==> config.mk <==
export PLATFORM = sky130hd
export DESIGN_NAME = point_in_polygon_test_unit_flat
export DESIGN_NICKNAME = d
export VERILOG_FILES = /design/src/rtl/core/pip_pkg.sv /design/src/rtl/core/pip_if.sv /design/src/rtl/core/point_in_polygon_test_unit.sv /design/src/rtl/core/pip_vertex_cell.sv /design/src/rtl/core/pip_edge_eval.sv /design/src/flat_wrapper.sv
export VERILOG_INCLUDE_DIRS = /design/src /design/src/rtl/core
export SDC_FILE = /design/constraint.sdc
export NUM_CORES = 2
export LEC_CHECK = 0
export BUFFER_PORTS_ARGS = -buffer_cell sky130_fd_sc_hd__buf_2
export CAP_MARGIN = 30
export CORE_MARGIN = 5
export CORE_UTILIZATION = 45
export CTS_CLUSTER_SIZE = 28
export DETAILED_ROUTE_END_ITERATION = 10
export GPL_ROUTABILITY_DRIVEN = 1
export PLACE_DENSITY = 0.56
export SLEW_MARGIN = 20
export SYNTH_ARGS = -nofsm -noshare
export SYNTH_HDL_FRONTEND = slang
export SYNTH_SLANG_ARGS = --single-unit
==> constraint.sdc <==
create_clock -name clk -period 17.26 [get_ports clk]
set_clock_uncertainty 0.2 [all_clocks]
set_input_delay 3.452 -clock clk [delete_from_list [all_inputs] [get_ports clk]]
set_output_delay 3.452 -clock clk [all_outputs]
set_load 0.02 [all_outputs]
==> src/rtl/core/assert_macros.svh <==
`ifndef ASSERT_MACROS_SVH
`define ASSERT_MACROS_SVH

// Concurrent check sampled on clk, switched off while rst_n is low
`define PIP_ASSERT(label, prop, msg) \
    label: assert property (@(posedge clk) disable iff (!rst_n) prop) else $error(msg);

// Antecedent in one cycle, consequent in the next
`define PIP_ASSERT_NEXT(label, ante, cons, msg) \
    label: assert property (@(posedge clk) disable iff (!rst_n) (ante) |=> (cons)) \
        else $error(msg);

`endif

==> src/rtl/core/pip_pkg.sv <==
package pip_pkg;

    localparam int MAX_VERTICES = 64;
    localparam int RAY_END_X    = 10000;
    localparam int MIN_POLY     = 3;

    localparam int COORD_W = 14;
    localparam int CNT_W   = 7;
    localparam int SLOT_W  = 6;
    localparam int IDX_W   = $clog2(MAX_VERTICES);
    localparam int N_W     = ($clog2(MAX_VERTICES + 1) > CNT_W) ?
                             $clog2(MAX_VERTICES + 1) : CNT_W;

    // coordinate differences, and the far end minus the lowest coordinate
    localparam int DIFF_W  = COORD_W + 1;
    localparam int FAR_W   = 17;
    localparam int PROD_W  = DIFF_W + FAR_W;
    localparam int CROSS_W = PROD_W + 1;

    localparam logic signed [FAR_W-1:0] FAR_X = FAR_W'(RAY_END_X);

    // edge evaluator depth after the last edge leaves the ring
    localparam int DRAIN_CYCLES = 2;

    localparam int DATA_W    = 32;
    localparam int PADDR_W   = 3;
    localparam int REG_IDX_W = PADDR_W - 2;
    localparam logic [REG_IDX_W-1:0] REG_VERTEX_COUNT = '0;

    localparam logic MODE_LOAD  = 1'b0;
    localparam logic MODE_QUERY = 1'b1;

    typedef logic signed [COORD_W-1:0] coord_t;

    typedef struct packed {
        coord_t x;
        coord_t y;
    } vertex_t;

    typedef struct packed {
        logic    valid;
        vertex_t a;
        vertex_t b;
        vertex_t p;
    } edge_req_t;

    typedef struct packed {
        logic inside_res;
        logic on_boundary;
    } verdict_t;

    typedef enum logic [1:0] {
        ST_IDLE,
        ST_SWEEP,
        ST_DRAIN,
        ST_DONE
    } state_t;

    typedef enum logic [1:0] {
        TURN_COLL,
        TURN_CW,
        TURN_CCW
    } turn_t;

endpackage

==> src/rtl/core/pip_if.sv <==
interface pip_in_if import pip_pkg::*; ();
    logic              valid;
    logic              ready;
    logic              mode;
    logic [SLOT_W-1:0] vertex_index;
    coord_t            coord_x;
    coord_t            coord_y;

    modport source (output valid, mode, vertex_index, coord_x, coord_y, input ready);
    modport sink   (input valid, mode, vertex_index, coord_x, coord_y, output ready);
endinterface

interface pip_out_if import pip_pkg::*; ();
    logic valid;
    logic ready;
    logic inside_res;
    logic on_boundary;

    modport source (output valid, inside_res, on_boundary, input ready);
    modport sink   (input valid, inside_res, on_boundary, output ready);
endinterface

==> src/rtl/core/point_in_polygon_test_unit.sv <==
// Vertex load: one request per cycle while idle, no result; loads wait while a query runs.
// Query: the result is registered in the done state after the vertex ring rotates once through
// all 64 cells, one edge per cycle, into a three-stage evaluator, and the evaluator drains.
// A new request is taken only once the previous query's result is loaded into the output;
// the next request is taken while a result waits.
// Reset: rst_n, asynchronous, active low, clears the FSM, vertex_count and the result valid;
// vertex cells are not reset and hold no defined value until loaded.
`include "assert_macros.svh"

module point_in_polygon_test_unit import pip_pkg::*; (
    input  logic               clk,
    input  logic               rst_n,
    pip_in_if.sink             item,
    pip_out_if.source          result,
    input  logic               psel,
    input  logic               penable,
    input  logic               pwrite,
    input  logic [PADDR_W-1:0] paddr,
    input  logic [DATA_W-1:0]  pwdata,
    output logic [DATA_W-1:0]  prdata,
    output logic               pready
);

    localparam logic [N_W-1:0]   MAX_N  = N_W'(MAX_VERTICES);
    localparam logic [IDX_W-1:0] K_LAST = IDX_W'(MAX_VERTICES - 1);
    localparam logic             DRAIN_LAST = 1'(DRAIN_CYCLES - 1);

    state_t           state_reg, state_next;
    logic [IDX_W-1:0] k_reg, k_next;
    logic             drain_reg, drain_next;
    logic [CNT_W-1:0] vcount_reg, vcount_next;
    vertex_t          query_reg, v0_reg;
    logic             out_valid_reg, out_valid_next;
    verdict_t         out_verdict_reg;

    logic             accept, load_acc, query_acc;
    logic             sweep, out_load;
    logic             cfg_write, cfg_hit;
    logic [N_W-1:0]   n, k_ext;
    vertex_t          item_vertex;
    vertex_t          ring [MAX_VERTICES];
    edge_req_t        edge_req;
    verdict_t         verdict;

    assign item_vertex = '{x: item.coord_x, y: item.coord_y};
    assign accept      = item.valid && item.ready;
    assign load_acc    = accept && (item.mode == MODE_LOAD);
    assign query_acc   = accept && (item.mode == MODE_QUERY);

    // ring of vertex cells; rotates one place per sweep cycle, home again after a full turn
    for (genvar i = 0; i < MAX_VERTICES; i++)
    begin : g_cell
        pip_vertex_cell u_cell (
            .clk          (clk),
            .load         (load_acc && (32'(item.vertex_index) == i)),
            .load_vertex  (item_vertex),
            .shift        (sweep),
            .shift_vertex (ring[(i + 1) % MAX_VERTICES]),
            .vertex       (ring[i])
        );
    end

    assign n     = (N_W'(vcount_reg) > MAX_N) ? MAX_N : N_W'(vcount_reg);
    assign k_ext = N_W'(k_reg);

    always_comb
    begin
        edge_req.valid = sweep && (k_ext < n) && (n >= N_W'(MIN_POLY));
        edge_req.a     = ring[0];
        // closing edge joins the last vertex back to the first
        edge_req.b     = (k_ext == n - N_W'(1)) ? v0_reg : ring[1];
        edge_req.p     = query_reg;
    end

    pip_edge_eval u_eval (
        .clk     (clk),
        .rst_n   (rst_n),
        .start   (query_acc),
        .req     (edge_req),
        .verdict (verdict)
    );

    always_comb
    begin
        state_next = state_reg;
        unique case (state_reg)
            ST_IDLE:
            begin
                if (query_acc)
                begin
                    state_next = ST_SWEEP;
                end
            end
            ST_SWEEP:
            begin
                if (k_reg == K_LAST)
                begin
                    state_next = ST_DRAIN;
                end
            end
            ST_DRAIN:
            begin
                if (drain_reg == DRAIN_LAST)
                begin
                    state_next = ST_DONE;
                end
            end
            ST_DONE:
            begin
                if (!out_valid_reg || result.ready)
                begin
                    state_next = ST_IDLE;
                end
            end
            default:
            begin
                state_next = ST_IDLE;
            end
        endcase
    end

    always_comb
    begin
        item.ready = 1'b0;
        sweep      = 1'b0;
        out_load   = 1'b0;
        unique case (state_reg)
            ST_IDLE:
            begin
                item.ready = 1'b1;
            end
            ST_SWEEP:
            begin
                sweep = 1'b1;
            end
            ST_DRAIN:
            begin
                out_load = 1'b0;
            end
            ST_DONE:
            begin
                out_load = !out_valid_reg || result.ready;
            end
            default:
            begin
                out_load = 1'b0;
            end
        endcase
    end

    always_comb
    begin
        k_next     = (sweep && (k_reg != K_LAST)) ? k_reg + IDX_W'(1) : '0;
        drain_next = (state_reg == ST_DRAIN) ? !drain_reg : 1'b0;

        priority if (out_load)
        begin
            out_valid_next = 1'b1;
        end
        else if (result.ready)
        begin
            out_valid_next = 1'b0;
        end
        else
        begin
            out_valid_next = out_valid_reg;
        end
    end

    assign cfg_write   = psel && penable && pwrite && pready;
    assign cfg_hit     = paddr[PADDR_W-1:2] == REG_VERTEX_COUNT;
    assign vcount_next = (cfg_write && cfg_hit) ? pwdata[CNT_W-1:0] : vcount_reg;
    assign prdata      = cfg_hit ? DATA_W'(vcount_reg) : '0;
    assign pready      = 1'b1;

    always_ff @(posedge clk or negedge rst_n)
    begin
        if (!rst_n)
        begin
            state_reg     <= ST_IDLE;
            k_reg         <= '0;
            drain_reg     <= 1'b0;
            vcount_reg    <= '0;
            out_valid_reg <= 1'b0;
        end
        else
        begin
            state_reg     <= state_next;
            k_reg         <= k_next;
            drain_reg     <= drain_next;
            vcount_reg    <= vcount_next;
            out_valid_reg <= out_valid_next;
        end
    end

    always_ff @(posedge clk)
    begin
        if (query_acc)
        begin
            query_reg <= item_vertex;
            v0_reg    <= ring[0];
        end
        if (out_load)
        begin
            out_verdict_reg <= verdict;
        end
    end

    assign result.valid       = out_valid_reg;
    assign result.inside_res  = out_verdict_reg.inside_res;
    assign result.on_boundary = out_verdict_reg.on_boundary;

    `PIP_ASSERT_NEXT(a_query_starts_sweep, query_acc, (state_reg == ST_SWEEP) && (k_reg == '0), "query did not start a sweep at the ring head")
    `PIP_ASSERT_NEXT(a_sweep_full_turn, (state_reg == ST_SWEEP) && (k_reg == K_LAST), state_reg == ST_DRAIN, "sweep did not end after a full ring turn")
    `PIP_ASSERT(a_result_after_done, $rose(out_valid_reg) |-> $past(state_reg == ST_DONE), "result raised outside the done state")

endmodule

==> src/rtl/core/pip_vertex_cell.sv <==
module pip_vertex_cell import pip_pkg::*; (
    input  logic    clk,
    input  logic    load,
    input  vertex_t load_vertex,
    input  logic    shift,
    input  vertex_t shift_vertex,
    output vertex_t vertex
);

    vertex_t vertex_reg;
    vertex_t vertex_next;

    always_comb
    begin
        priority if (load)
        begin
            vertex_next = load_vertex;
        end
        else if (shift)
        begin
            vertex_next = shift_vertex;
        end
        else
        begin
            vertex_next = vertex_reg;
        end
    end

    always_ff @(posedge clk)
    begin
        vertex_reg <= vertex_next;
    end

    assign vertex = vertex_reg;

endmodule

==> src/rtl/core/pip_edge_eval.sv <==
module pip_edge_eval import pip_pkg::*; (
    input  logic      clk,
    input  logic      rst_n,
    input  logic      start,
    input  edge_req_t req,
    output verdict_t  verdict
);

    function automatic turn_t to_turn(input logic signed [CROSS_W-1:0] v);
        turn_t t;
        if (v == '0)
        begin
            t = TURN_COLL;
        end
        else if (v[CROSS_W-1])
        begin
            t = TURN_CCW;
        end
        else
        begin
            t = TURN_CW;
        end
        return t;
    endfunction

    // stage 1: differences and the comparisons that need no product
    logic                      s1_valid_reg;
    logic signed [DIFF_W-1:0]  dby_reg, dbx_reg, dpx_reg, dpy_reg;
    logic signed [FAR_W-1:0]   dfx_reg;
    logic                      s1_box_reg, s1_a_right_reg, s1_b_right_reg;
    turn_t                     s1_t3_reg, s1_t4_reg;

    logic                      box_next;
    turn_t                     t3_next, t4_next;

    // stage 2: products
    logic                      s2_valid_reg;
    logic signed [PROD_W-1:0]  m1_reg, m2_reg, m3_reg;
    logic                      s2_box_reg, s2_a_right_reg, s2_b_right_reg;
    turn_t                     s2_t3_reg, s2_t4_reg;

    // stage 3: edge decision and the running verdict
    logic signed [CROSS_W-1:0] v1, v2;
    turn_t                     t1, t2;
    logic                      meet;
    logic                      decided_reg, decided_next;
    logic                      hit_reg, hit_next;
    logic                      parity_reg, parity_next;

    always_comb
    begin
        box_next = ((req.p.x >= req.a.x) && (req.p.x <= req.b.x) ||
                    (req.p.x >= req.b.x) && (req.p.x <= req.a.x)) &&
                   ((req.p.y >= req.a.y) && (req.p.y <= req.b.y) ||
                    (req.p.y >= req.b.y) && (req.p.y <= req.a.y));

        // orientation against the ray reduces to the sign of the y offset
        if (req.a.y < req.p.y)
        begin
            t3_next = TURN_CW;
        end
        else if (req.a.y > req.p.y)
        begin
            t3_next = TURN_CCW;
        end
        else
        begin
            t3_next = TURN_COLL;
        end

        if (req.b.y < req.p.y)
        begin
            t4_next = TURN_CW;
        end
        else if (req.b.y > req.p.y)
        begin
            t4_next = TURN_CCW;
        end
        else
        begin
            t4_next = TURN_COLL;
        end
    end

    always_ff @(posedge clk or negedge rst_n)
    begin
        if (!rst_n)
        begin
            s1_valid_reg <= 1'b0;
            s2_valid_reg <= 1'b0;
        end
        else
        begin
            s1_valid_reg <= req.valid;
            s2_valid_reg <= s1_valid_reg;
        end
    end

    always_ff @(posedge clk)
    begin
        dby_reg        <= DIFF_W'(req.b.y) - DIFF_W'(req.a.y);
        dbx_reg        <= DIFF_W'(req.b.x) - DIFF_W'(req.a.x);
        dpx_reg        <= DIFF_W'(req.p.x) - DIFF_W'(req.b.x);
        dpy_reg        <= DIFF_W'(req.p.y) - DIFF_W'(req.b.y);
        dfx_reg        <= FAR_X - FAR_W'(req.b.x);
        s1_box_reg     <= box_next;
        s1_t3_reg      <= t3_next;
        s1_t4_reg      <= t4_next;
        s1_a_right_reg <= req.a.x >= req.p.x;
        s1_b_right_reg <= req.b.x >= req.p.x;

        m1_reg         <= PROD_W'(dby_reg) * PROD_W'(dpx_reg);
        m2_reg         <= PROD_W'(dbx_reg) * PROD_W'(dpy_reg);
        m3_reg         <= PROD_W'(dby_reg) * PROD_W'(dfx_reg);
        s2_box_reg     <= s1_box_reg;
        s2_t3_reg      <= s1_t3_reg;
        s2_t4_reg      <= s1_t4_reg;
        s2_a_right_reg <= s1_a_right_reg;
        s2_b_right_reg <= s1_b_right_reg;
    end

    // the far end lies beyond every coordinate, so it never sits on an edge
    always_comb
    begin
        v1   = CROSS_W'(m1_reg) - CROSS_W'(m2_reg);
        v2   = CROSS_W'(m3_reg) - CROSS_W'(m2_reg);
        t1   = to_turn(v1);
        t2   = to_turn(v2);
        meet = ((t1 != t2) && (s2_t3_reg != s2_t4_reg)) ||
               ((t1 == TURN_COLL) && s2_box_reg) ||
               ((s2_t3_reg == TURN_COLL) && s2_a_right_reg) ||
               ((s2_t4_reg == TURN_COLL) && s2_b_right_reg);
    end

    always_comb
    begin
        decided_next = decided_reg;
        hit_next     = hit_reg;
        parity_next  = parity_reg;
        priority if (start)
        begin
            decided_next = 1'b0;
            hit_next     = 1'b0;
            parity_next  = 1'b0;
        end
        else if (s2_valid_reg && !decided_reg && meet)
        begin
            // point collinear with a crossing edge: settle the verdict here; any other crossing flips the parity
            if (t1 == TURN_COLL)
            begin
                decided_next = 1'b1;
                hit_next     = s2_box_reg;
            end
            else
            begin
                parity_next = !parity_reg;
            end
        end
        else
        begin
            decided_next = decided_reg;
        end
    end

    always_ff @(posedge clk or negedge rst_n)
    begin
        if (!rst_n)
        begin
            decided_reg <= 1'b0;
            hit_reg     <= 1'b0;
            parity_reg  <= 1'b0;
        end
        else
        begin
            decided_reg <= decided_next;
            hit_reg     <= hit_next;
            parity_reg  <= parity_next;
        end
    end

    assign verdict.inside_res  = decided_reg ? hit_reg : parity_reg;
    assign verdict.on_boundary = decided_reg;

endmodule

==> src/flat_wrapper.sv <==
// flat-port wrapper written by rule: the top's interface ports become plain ports
module point_in_polygon_test_unit_flat import pip_pkg::*;
  (clk, rst_n, psel, penable, pwrite, paddr, pwdata, prdata, pready, item_valid, item_mode, item_vertex_index, item_coord_x, item_coord_y, item_ready, result_valid, result_inside_res, result_on_boundary, result_ready);
  pip_in_if item_i ();
  pip_out_if result_i ();
  input  logic clk;
  input  logic rst_n;
  input  logic psel;
  input  logic penable;
  input  logic pwrite;
  input  logic [PADDR_W-1:0] paddr;
  input  logic [DATA_W-1:0] pwdata;
  output logic [DATA_W-1:0] prdata;
  output logic pready;
  input wire logic [$bits(item_i.valid)-1:0] item_valid;
  input wire logic [$bits(item_i.mode)-1:0] item_mode;
  input wire logic [$bits(item_i.vertex_index)-1:0] item_vertex_index;
  input wire logic [$bits(item_i.coord_x)-1:0] item_coord_x;
  input wire logic [$bits(item_i.coord_y)-1:0] item_coord_y;
  output wire logic [$bits(item_i.ready)-1:0] item_ready;
  output wire logic [$bits(result_i.valid)-1:0] result_valid;
  output wire logic [$bits(result_i.inside_res)-1:0] result_inside_res;
  output wire logic [$bits(result_i.on_boundary)-1:0] result_on_boundary;
  input wire logic [$bits(result_i.ready)-1:0] result_ready;
  assign item_i.valid = item_valid;
  assign item_i.mode = item_mode;
  assign item_i.vertex_index = item_vertex_index;
  assign item_i.coord_x = item_coord_x;
  assign item_i.coord_y = item_coord_y;
  assign item_ready = item_i.ready;
  assign result_valid = result_i.valid;
  assign result_inside_res = result_i.inside_res;
  assign result_on_boundary = result_i.on_boundary;
  assign result_i.ready = result_ready;
  point_in_polygon_test_unit u_core (.clk(clk), .rst_n(rst_n), .item(item_i), .result(result_i), .psel(psel), .penable(penable), .pwrite(pwrite), .paddr(paddr), .pwdata(pwdata), .prdata(prdata), .pready(pready));
endmodule
==> results_dict.tcl <==
set metrics [dict create \
    status "completed" \
    drtIter0Drc 4024 \
    via_count 65800 \
    final_max_slew_viol_count 0 \
    leakage_uw 0.04314 \
    fin_util_pct 49.31 \
    netlist.area_leader.share_pct 47.57 \
    cts_tree "done" \
    grt_max_degree 66 \
    holdCritPathClass "reg2reg" \
    cts_root_buffer "clkbuf_16" \
    io_pins 114 \
    ys_ff_latch 2052 \
    die_x_um 519.4 \
    max_freq_ghz 0.1291 \
    start_util_pct 45.09 \
    synth-xor-area-share_pct 1.762 \
    ys.flop_type "edfxtp_1" \
    clkLatencyLatePin_ns 0.86 \
    ctsHoldBuffers 0 \
    dp_hpwl_mm 189.1 \
    drt-total-wl_mm 280.6 \
    largest_reg_flops 1792 \
    design.die.area_mm2 0.2698 \
    synth_top_family_by_area "multiplexers" \
    synth_top_cell_by_area "edfxtp_1" \
    drive_gt1_share_pct 28.09 \
    fin_crit_sh_pct 44.89 \
    dpl_cell_area_mm2 0.1207 \
    worst_pin_slew_ns 1.131 \
    core.rowCount 187 \
    cp-start-kind "register" \
    critPathArrivalTime_ns 8.29 \
    cap_violations 0 \
    critical_path.max_fanout 15 \
    synth_compound_area_share_pct 3.133 \
    tns_ns 0 \
    stdcell_count 12090 \
    antenna_found_initial 14 \
    numCtsBuffers 218 \
    ys_async_sr_fraction_pct 1.072 \
    grt_pass1_vias 70550 \
    period_minus_slack_ns 7.748 \
    syn_inst 8574 \
    drt_first_pass_iters 7 \
    clk_pin_slew_ns 0.07 \
    cts_max_level 4 \
    use_met2_pct 36.15 \
    reg2reg_depth 25 \
    rsz0062_at_grt "false" \
    endpoint_kind "register" \
    die_h_um 519.4 \
    grtUsageMet3_pct 2.401 \
    cp.required_ns 17.80 \
    synthAdderAreaFrac_pct 15.63 \
    synth_edf_count 1850 \
    yosys.cell_types.count 86 \
    drtAntennaViolNets 0 \
    synth_area_leaders "edfxtp_1, mux2_2, fa_1, ha_1, dfxtp_1" \
    relSlewSlack_pct 22.63 \
    layout_common_cells "edfxtp_1, mux2_2, inv_1, fa_1, nand2_1" \
    placed_cells 11690 \
    grt_overflow_total 0 \
    finalHoldViolCount 0 \
    coreArea_mm2 0.2590 \
    place.gp.congestion 0.8490 \
    synth_area_mm2 0.1168 \
    synth-seq-area-share_pct 51.12 \
    met1_usage_pct 27.22 \
    post_cts_buffers 0 \
    cts_sinks 2052 \
    yosys_warnings 0 \
    vias_per_cell 5.441 \
    drc 0 \
    path_class "reg2reg" \
    max-vdd-ir-drop_v 0.0001003 \
    setup_viol 0 \
    yosys.area_share.simple_pct 5.726 \
    grt_usage_pct 20.72 \
    holdPathStages 0 \
    io_buffers 60 \
    final_common_cell "edfxtp_1" \
    syn_area_per_cell_um2 13.62 \
    grt_busiest_layer "met2" \
    syn_to_final_growth_pct 9.366 \
    fin_area_mm2 0.1277 \
    grt_pass1_wl_mm 435.0 \
    fillers 22280 \
    final_nets 9625 \
    post_drt_wl_per_cell_um 23.20 \
    clockBufferDepth 3 \
    synthMuxAreaShare_pct 17.73 \
    cts_resized 0 \
    p_per_area_mw_per_mm2 79.99 \
]
## layer usage
metal | vias to the layer above | share of wire, %
met5 | - | 0.0046
met4 | 2 | 3.2
met3 | 397 | 3.4
met2 | 1258 | 50
met1 | 34470 | 44
li1 | 29680 | -
## critical path: stages, from the launching register on
cell	delay, ns
dfxtp_1	0.62
and2_1	0.34
fa_1	0.53
inv_1	0.05
fa_1	0.48
inv_1	0.05
fa_1	0.50
inv_1	0.07
fa_1	0.54
inv_1	0.05
fa_1	0.47
inv_1	0.05
fa_1	0.47
inv_1	0.04
ha_1	0.30
inv_1	0.07
o21bai_1	0.06
a21oi_1	0.23
o21bai_1	0.11
a2111oi_0	0.66
nor3b_1	0.20
o311a_1	0.44
or4_1	0.43
a31oi_1	0.31
o21ai_0	0.17
xnor2_1	0.15
## logic make-up (layout without fill, tap and decap cells)
logic type               after synthesis  count (layout)
buffers and inverters               1491            1529
flip-flops                          2052            2052
multiplexers                        1842            1842
other                                  2              82
XOR/XNOR                             235             235
AO/OA/AOI/OAI                        545             545
AND/OR/NAND/NOR                     1335            1335
adder cells (fa/ha/maj)             1072            1072
## synth_stat cells, drive strengths merged (17+ instances only)
cell type,count
dfxtp,180
fa,654
clkbuf,447
o21a,30
mux2i,34
nand2,465
nand4,21
o21ai,83
buf,126
a21oi,151
nand3,32
maj3,30
xor2,49
nand2b,79
a31oi,23
nor2b,35
or2,45
dfrtp,22
xnor2,186
mux2,1808
o211ai,17
and3,17
and2,338
ha,388
nor4,21
a21o,43
nor3,41
o21bai,40
inv,918
a211oi,25
edfxtp,1850
nor2,194
## final cells by class
cell class | instances | area (µm²) | area share, %
clock inverter | 114 | 1236 | 0.9679
clock buffer | 286 | 5752 | 4.503
antenna | 6 | 15.01 | 0.01176
tap | 3402 | 4257 | 3.333
timing repair buffer | 211 | 1524 | 1.193
inverter | 918 | 3446 | 2.698
multi-input combinational | 5105 | 51780 | 40.54
sequential | 2052 | 59710 | 46.75
## metrics by stage
stage                     setup slack (ns)  hold slack, ns  total power [µW]
after floorplan                      9.852          0.1096              5629
after global placement               9.603          0.1140              5735
after detailed placement             9.545          0.1136              5738
after CTS                            9.498          0.1270             10350
after global routing                 8.943          0.1315             10580
final                                9.512          0.1262             10220
## where the power goes
group / total [µW] / switching, µW / leakage (µW) / internal, µW
sequential: 5360 / 18.6 / 0.0164 / 5340
clock: 4590 / 2020 / 0.00335 / 2560
combinational: 268 / 191 / 0.0234 / 76.8
total: 10200 / 2230 / 0.0431 / 7980
## worst paths after layout
check,slack [ns],startpoint,to
worst max-delay path,9.51,u_core.u_eval.dfx_reg[7]$_DFF_P_,u_core.u_eval.m3_reg[30]$_DFF_P_
worst min-delay path,0.13,u_core.u_eval.s1_t3_reg[0]$_SDFF_PP1_,u_core.u_eval.s2_t3_reg[0]$_DFF_P_
worst max register to register,9.51,u_core.u_eval.dfx_reg[7]$_DFF_P_,u_core.u_eval.m3_reg[30]$_DFF_P_
worst min register to register,0.13,u_core.u_eval.s1_t3_reg[0]$_SDFF_PP1_,u_core.u_eval.s2_t3_reg[0]$_DFF_P_
max in group asynchronous,14.05,rst_n,u_core.vcount_reg[2]$_DFFE_PN0P_
min in group asynchronous,2.43,rst_n,u_core.result.valid$_DFFE_PN0P_
Power figures use the tool's default switching activity.
